--- config.mk ---
export PLATFORM = sky130hd
export DESIGN_NAME = i64alu_post
export DESIGN_NICKNAME = d
export VERILOG_FILES = /design/src/sv/i64alu_pkg.sv /design/src/sv/i64alu_post.sv
export SDC_FILE = /design/constraint.sdc
export NUM_CORES = 1
export LEC_CHECK = 0
export CORE_UTILIZATION = 35
export DETAILED_ROUTE_END_ITERATION = 10
export DONT_BUFFER_PORTS = 1
export MAX_ROUTING_LAYER = met4
export PLACE_DENSITY = 0.46
export SETUP_SLACK_MARGIN = 0.5
export SYNTH_ARGS = -nofsm -noshare
export SYNTH_HDL_FRONTEND = slang
export SYNTH_SLANG_ARGS = --single-unit
--- constraint.sdc ---
create_clock -name i_clk -period 3.32 [get_ports i_clk]
set_input_delay 0.498 -clock i_clk [delete_from_list [all_inputs] [get_ports i_clk]]
set_output_delay 0.498 -clock i_clk [all_outputs]
set_load 0.005 [all_outputs]
--- src/sv/i64alu_pkg.sv ---
`default_nettype none
// ----------------------------------------------------------------------------
// i64alu_pkg
// Shared op codes, widths and the pipeline tag for the 64-bit integer ALU.
// ----------------------------------------------------------------------------
package i64alu_pkg;

    localparam int DATA_W     = 64;
    localparam int HALF_W     = DATA_W / 2;
    localparam int OP_W       = 5;
    localparam int DIV_STAGES = DATA_W;

    typedef enum logic [OP_W-1:0] {
        OP_ADD = 5'd0,
        OP_SUB = 5'd1,
        OP_MUL = 5'd2,
        OP_DIV = 5'd3,
        OP_MOD = 5'd4,
        OP_NEG = 5'd5,
        OP_ABS = 5'd6,
        OP_EQ  = 5'd7,
        OP_NE  = 5'd8,
        OP_LT  = 5'd9,
        OP_LE  = 5'd10,
        OP_GT  = 5'd11,
        OP_GE  = 5'd12,
        OP_NOT = 5'd13,
        OP_AND = 5'd14,
        OP_OR  = 5'd15,
        OP_XOR = 5'd16
    } t_op;

    // Control that travels alongside each item through the pipe.
    typedef struct packed {
        logic vld;
        logic is_div;
        logic is_mod;
        logic neg_q;
        logic neg_r;
        logic dz;
        logic last;
    } t_tag;

endpackage
`default_nettype wire

--- src/sv/i64alu_post.sv ---
`default_nettype none
// ----------------------------------------------------------------------------
// i64alu_post
// Sign fixup of quotient/remainder, zero-divisor override, output register.
// ----------------------------------------------------------------------------
module i64alu_post (
    input  wire logic                           i_clk,
    input  wire logic                           i_rst_n,
    input  wire logic                           i_en,
    input  wire i64alu_pkg::t_tag               i_tag,
    input  wire logic [i64alu_pkg::DATA_W-1:0]  i_early,
    input  wire logic [i64alu_pkg::DATA_W-1:0]  i_q,
    input  wire logic [i64alu_pkg::DATA_W-1:0]  i_r,
    output logic                                o_valid,
    output logic      [i64alu_pkg::DATA_W-1:0]  o_result_value,
    output logic                                o_divide_by_zero,
    output logic                                o_last_out
);
    import i64alu_pkg::*;

    logic [DATA_W-1:0] n_res;
    logic              r_vld;
    logic [DATA_W-1:0] r_res;
    logic              r_dz;
    logic              r_last;

    always_comb begin
        if (i_tag.dz) begin
            n_res = '0;
        end else if (i_tag.is_div) begin
            n_res = i_tag.neg_q ? ('0 - i_q) : i_q;
        end else if (i_tag.is_mod) begin
            n_res = i_tag.neg_r ? ('0 - i_r) : i_r;
        end else begin
            n_res = i_early;
        end
    end

    always_ff @(posedge i_clk) begin
        if (!i_rst_n) begin
            r_vld <= 1'b0;
        end else if (i_en) begin
            r_vld <= i_tag.vld;
        end
    end

    always_ff @(posedge i_clk) begin
        if (i_en) begin
            r_res  <= n_res;
            r_dz   <= i_tag.dz;
            r_last <= i_tag.last;
        end
    end

    assign o_valid          = r_vld;
    assign o_result_value   = r_res;
    assign o_divide_by_zero = r_dz;
    assign o_last_out       = r_last;

endmodule
`default_nettype wire
==> out/results.txt, run 1 <==
Rows -> 50
via/cell ratio -> 6.54
min cycle time layout -> 2.84 ns
Slew headroom -> 31.1%
Crit-path slowest cell -> or4_4
TritonRoute pass-1 iters -> 5
post-layout util -> 40.3%
Critical Path End Type -> flop
worst path arrival time -> 2.95 ns
count leader, synth -> nor2_1
DR vias -> 6682
Crit Path Category -> in -> reg
Hold WC Path Type -> in -> reg
ys flop type -> edfxtp_1
clk sink count -> 67
drt total wl -> 28.5 mm
cell mode on critical path -> or4_4
largest net degree at the start of global routing -> 103
Avg Cell Area, Syn -> 8.48 um^2
Synth Area in Compound Gates -> 24.2%
first-pass GRT wire length -> 41.3 mm
ratio of cells with drive above 1 in the final layout -> 13.4%
CTS Buf Count -> 9
Syn Nets -> 996
mux contribution to synthesized area -> 3.91%
YS warnings -> 0
Syn Inst Count -> 792
antenna viol nets, final -> 0
synth top area cells -> edfxtp_1 30%, xor2_1 6.1%, xnor2_1 6.0%
Worst-path clk slew -> 0.06 ns
main combinational cell family by area after synthesis -> simple AND/OR/NAND/NOR gates
mapped cell area -> 6720 um^2
Worst IR Drop VDD -> 0.243 mV
core area -> 18800 um^2
Fillers -> 1939
Yosys cell types -> 67
DRC viols -> 0
top-area cell type share of the netlist area -> 29.5%
Layout Nets -> 985
H-tree Lvls -> 3
Non-Filler Instances -> 1021
wire length per cell -> 27.9 um
routability congestion estimate from global placement -> 0.909
Die Y -> 141 um
highest clock rate -> 0.352 GHz
status -> finished clean
CP max stage delay -> 0.58 ns
FF+latch area -> 2000 um^2
Post-synth EDFFs -> 66
Synth Area in Adders -> 0.373%
Worst Clk Skew -> 0 ns
Root Driver -> clkbuf_16
vias in the first global route -> 6535
measured slew at the worst slew-check pin -> 1.03 ns
initial core utilization -> 35.8%
HPWL after DPL -> 21.4 mm
crit path from -> i_q[32]
Post-Place Cells -> 1001
final hold violation count -> 0
P&R area growth vs syn -> 12.6%
Clock Latency Late Sink -> 0.35 ns
final setup violation count -> 0
Post-Synth XOR/XNOR Area -> 12.1%
gr usage total -> 29.2%
Initial DRC Count -> 479
RSZ-0062 raised after global routing -> true
die area -> 19800 um^2
grt ovf -> 0
Startpoint Class -> primary input
max-slew violations -> 0
HP Start -> i_tag[0]
antenna violations before repair -> 1
Multi-input gate area -> 4620 um^2
PnR Total Power -> 2590 uW
I/O pins -> 269
P per Cell Area -> 343 nW/um^2
Req. time, crit path -> 3.43 ns
CTS tree -> built
Yosys reg bits -> 67
DIE WIDTH -> 141 um
Synth Area in Simple Gates -> 25.2%
IO Port Bufs -> 0
Leakage -> 0.00238 uW
r2r startpoint -> o_valid$_SDFFE_PN0P_
Critical Path, Cell by Cell -> or4_4 > or4_4 > or3_4 > buf_12 > clkbuf_2 > o31ai_1 > xnor2_1 > a32o_1
Final TNS setup -> 0 ns
period utilisation layout -> 85.7%
asr flop ratio synth -> 0%
worst-path fanout max -> 6
sequential element share of the synthesized area -> 29.8%
commonest cells in the netlist -> 68 x nor2_1, 66 x edfxtp_1, 47 x xor2_1, 46 x xnor2_1, 43 x o21ai_0
Max Root-Sink Buffers -> 2
MaxCap Viol Count -> 0
largest area contributor in the netlist -> edfxtp_1
[path summary, 6_finish.rpt]
kind	end	slack (ns)	depth (start not counted)
setup / recovery	o_result_value[57]$_SDFFCE_PP0P_	0.48	8
hold / removal	o_last_out$_DFFE_PP_	0.24	0
setup reg to reg	o_valid$_SDFFE_PN0P_	2.71	2
hold reg to reg	o_valid$_SDFFE_PN0P_	0.55	2
[power by group]
part           switching [uW]  internal, uW  leakage, uW
clock network             428           656     0.000149
registers                47.9          1030     0.000644
logic                     223           208      0.00158
[layout make-up]
class,instances,area share (%)
clock buffer,9,2.98
tap,234,3.87
sequential,67,26.5
multi-input combinational,656,61.1
antenna,1,0.0331
timing repair buffer,37,3.81
inverter,10,0.496
clock inverter,7,1.22
[placed cells by master, fill, tap and decap left out, types with 15 or more instances in the layout]
cell type / instances
a211oi_1: 17
edfxtp_1: 66
nor3_1: 26
nor4_1: 23
o31ai_1: 18
xnor2_1: 46
xor2_1: 47
o41ai_1: 19
a21oi_1: 41
o22ai_1: 15
buf_4: 35
nor2_1: 68
nand2_1: 41
o21ai_0: 42
or3_1: 27
mux2i_1: 24
nand3_1: 18
[worst max-delay path: cells and delay by family]
family,cells,cell delay (ns)
xor gates and xnor gates,1,0.13
buffers and inverters,2,0.31
AOI/OAI and AO/OA,2,0.51
and+or+nand+nor,3,1.49
[cell families after synthesis]
family,Yosys count
xor gates and xnor gates,93
AOI/OAI and AO/OA,232
muxes,26
buffers and inverters,69
DFF,67
adders and majority gates,2
and+or+nand+nor,303
[through the flow]
step                hold slack (ns)  instance area [um^2]  setup slack (ns)
finish                        0.238                  7560             0.476
global route                  0.229                  7560             0.453
CTS                           0.227                  7500             0.513
detailed placement            0.545                  7170            0.0757
global placement              0.531                  7170             0.118
floorplan                     0.507                  6910             0.302
[state kept, by name, indices dropped and copies added (netlist names)]
| name | count |
|---|---|
| o_divide_by_zero | 1 |
| o_result_value | 64 |
| o_valid | 1 |
| o_last_out | 1 |
[metal layers]
layer	global-route usage [%]	routed length [um]	up-vias
met4	8.87	618	0
met2	47.8	13700	321
met5	-	0	-
met1	35.0	11600	3251
li1	-	-	3065
met3	7.97	2530	45
[repair_timing]
item	CTS	global route
pin swaps	1	2
resized for setup	1	9
endpoints found under the setup margin	3	10
buffers inserted	1	2
hold buffers	0	0
Power figures use the tool's default switching activity.
==> inputs of run 2 (changes only) <==
- PLACE_DENSITY: 0.46 -> 0.48
- RECOVER_POWER: unset -> 25
==> run 2 against run 1 <==
Compared with the run above: routed wire length grew 3.2%; sequential power barely moved; flip-flop and latch count is the same; combinational power increased by 4%; clock skew stayed put; final area rose by 0.74%; critical path type unchanged; register-to-register slack is essentially flat; highest routed layer unchanged; sequential share of layout area down 0.20 points; fmax increased by 1.6%.
==> out/results.txt, run 2 (synthesized netlist as in run 1, its figures left out) <==
status -> finished clean
drt total wl -> 29.4 mm
most frequent cells in the layout -> 68 x nor2_1, 66 x edfxtp_1, 47 x xor2_1, 44 x xnor2_1, 44 x buf_4
gr usage total -> 30.4%
ant diodes -> 0
ratio of cells with drive above 1 in the final layout -> 14.5%
worst-path fanout max -> 7
Die Y -> 141 um
initial core utilization -> 35.8%
core area -> 18800 um^2
crit path from -> i_q[32]
HPWL after DPL -> 22.2 mm
antenna violations before repair -> 0
MaxCap Viol Count -> 0
HP Start -> i_tag[0]
quantity of hold-fixing buffers added after cts -> 0
commonest non-fill, non-tap cell in the layout -> nor2_1
Post-Place Cells -> 1006
TritonRoute pass-1 iters -> 5
Slew headroom -> 24.6%
Largest register FFs -> 64
CTS tree -> built
DIE WIDTH -> 141 um
max-slew violations -> 0
Initial DRC Count -> 514
DR vias -> 6753
RSZ-0062 raised after global routing -> true
Startpoint Class -> primary input
Worst-path clk slew -> 0.06 ns
Final TNS setup -> 0 ns
Req. time, crit path -> 3.39 ns
worst path arrival time -> 2.87 ns
Non-Filler Instances -> 1029
min cycle time layout -> 2.80 ns
I/O pins -> 269
Clock Latency Late Sink -> 0.34 ns
final setup violation count -> 0
Hold WC Path Type -> in -> reg
Worst IR Drop VDD -> 0.209 mV
grt ovf -> 0
final hold violation count -> 0
largest net degree at the start of global routing -> 103
Crit Path Category -> in -> reg
IO Port Bufs -> 0
Final Cell Area -> 7620 um^2
highest clock rate -> 0.357 GHz
Critical Path End Type -> flop
routability congestion estimate from global placement -> 0.910
Placement Cell Area -> 7210 um^2
CTS Buf Count -> 9
Fillers -> 1920
first-pass GRT wire length -> 42.7 mm
Rows -> 50
period utilisation layout -> 84.3%
Layout Nets -> 994
r2r startpoint -> o_valid$_SDFFE_PN0P_
P per Cell Area -> 334 nW/um^2
Root Driver -> clkbuf_16
via/cell ratio -> 6.56
antenna viol nets, final -> 0
Max Root-Sink Buffers -> 2
measured slew at the worst slew-check pin -> 1.13 ns
post-layout util -> 40.6%
vias in the first global route -> 6483
H-tree Lvls -> 3
Leakage -> 0.00242 uW
P&R area growth vs syn -> 13.4%
wire length per cell -> 28.6 um
clk sink count -> 67
Worst Clk Skew -> 0 ns
die area -> 19800 um^2
DRC viols -> 0
Hold WS -> 0.247 ns
-- run 2: power by group --
group	internal, uW	switching [uW]	leakage, uW
clock	583	430	0.000135
combinational	212	235	0.00164
sequential	1030	50.9	0.000644
total	1830	716	0.00242
-- run 2: layout make-up --
cell class              instances  area (um^2)  area share [%]
clock buffers                  10          229            3.01
clock inverters                 6         66.3           0.871
inverters                      10         37.5           0.493
multi-input cells             656         4630            60.8
flip-flops and latches         67         2000            26.3
well taps                     234          293            3.84
repair buffers                 46          357            4.68
-- run 2: metal layers --
metal | vias up | global-route usage, % | part of all wire, %
li1 | 3086 | - | -
met1 | 3275 | 37.3 | 40
met2 | 360 | 49.2 | 48
met3 | 32 | 8.72 | 10
met4 | 0 | 6.98 | 2.1
met5 | - | - | 0
-- run 2: path summary, 6_finish.rpt --
| check | slack [ns] | depth (start not counted) | endpoint |
|---|---|---|---|
| worst max-delay path | 0.52 | 7 | o_result_value[52]$_SDFFCE_PP0P_ |
| worst min-delay path | 0.25 | 0 | o_last_out$_DFFE_PP_ |
| worst max register to register | 2.71 | 2 | o_valid$_SDFFE_PN0P_ |
| worst min register to register | 0.55 | 2 | o_valid$_SDFFE_PN0P_ |
-- run 2: per-stage QoR --
step	worst slack (ns)	total power, uW
after global routing	0.482	2630
after detailed placement	0.0635	1540
after CTS	0.509	2560
after floorplan	0.302	1450
after global placement	0.0475	1540
final	0.521	2540
-- run 2: repair_timing --
action	4_1_cts	5_1_grt
setup endpoints to repair	5	14
endpoints found under the hold margin	0	0
buffers inserted	0	7
pin swaps	0	5
resized for setup	2	11
-- run 2: critical path: stages --
cell and delay (ns):
or4_4 0.51, or4_4 0.56, buf_8 0.16, or4_1 0.54, or4_1 0.43, o211ai_1 0.10
a211oi_1 0.06
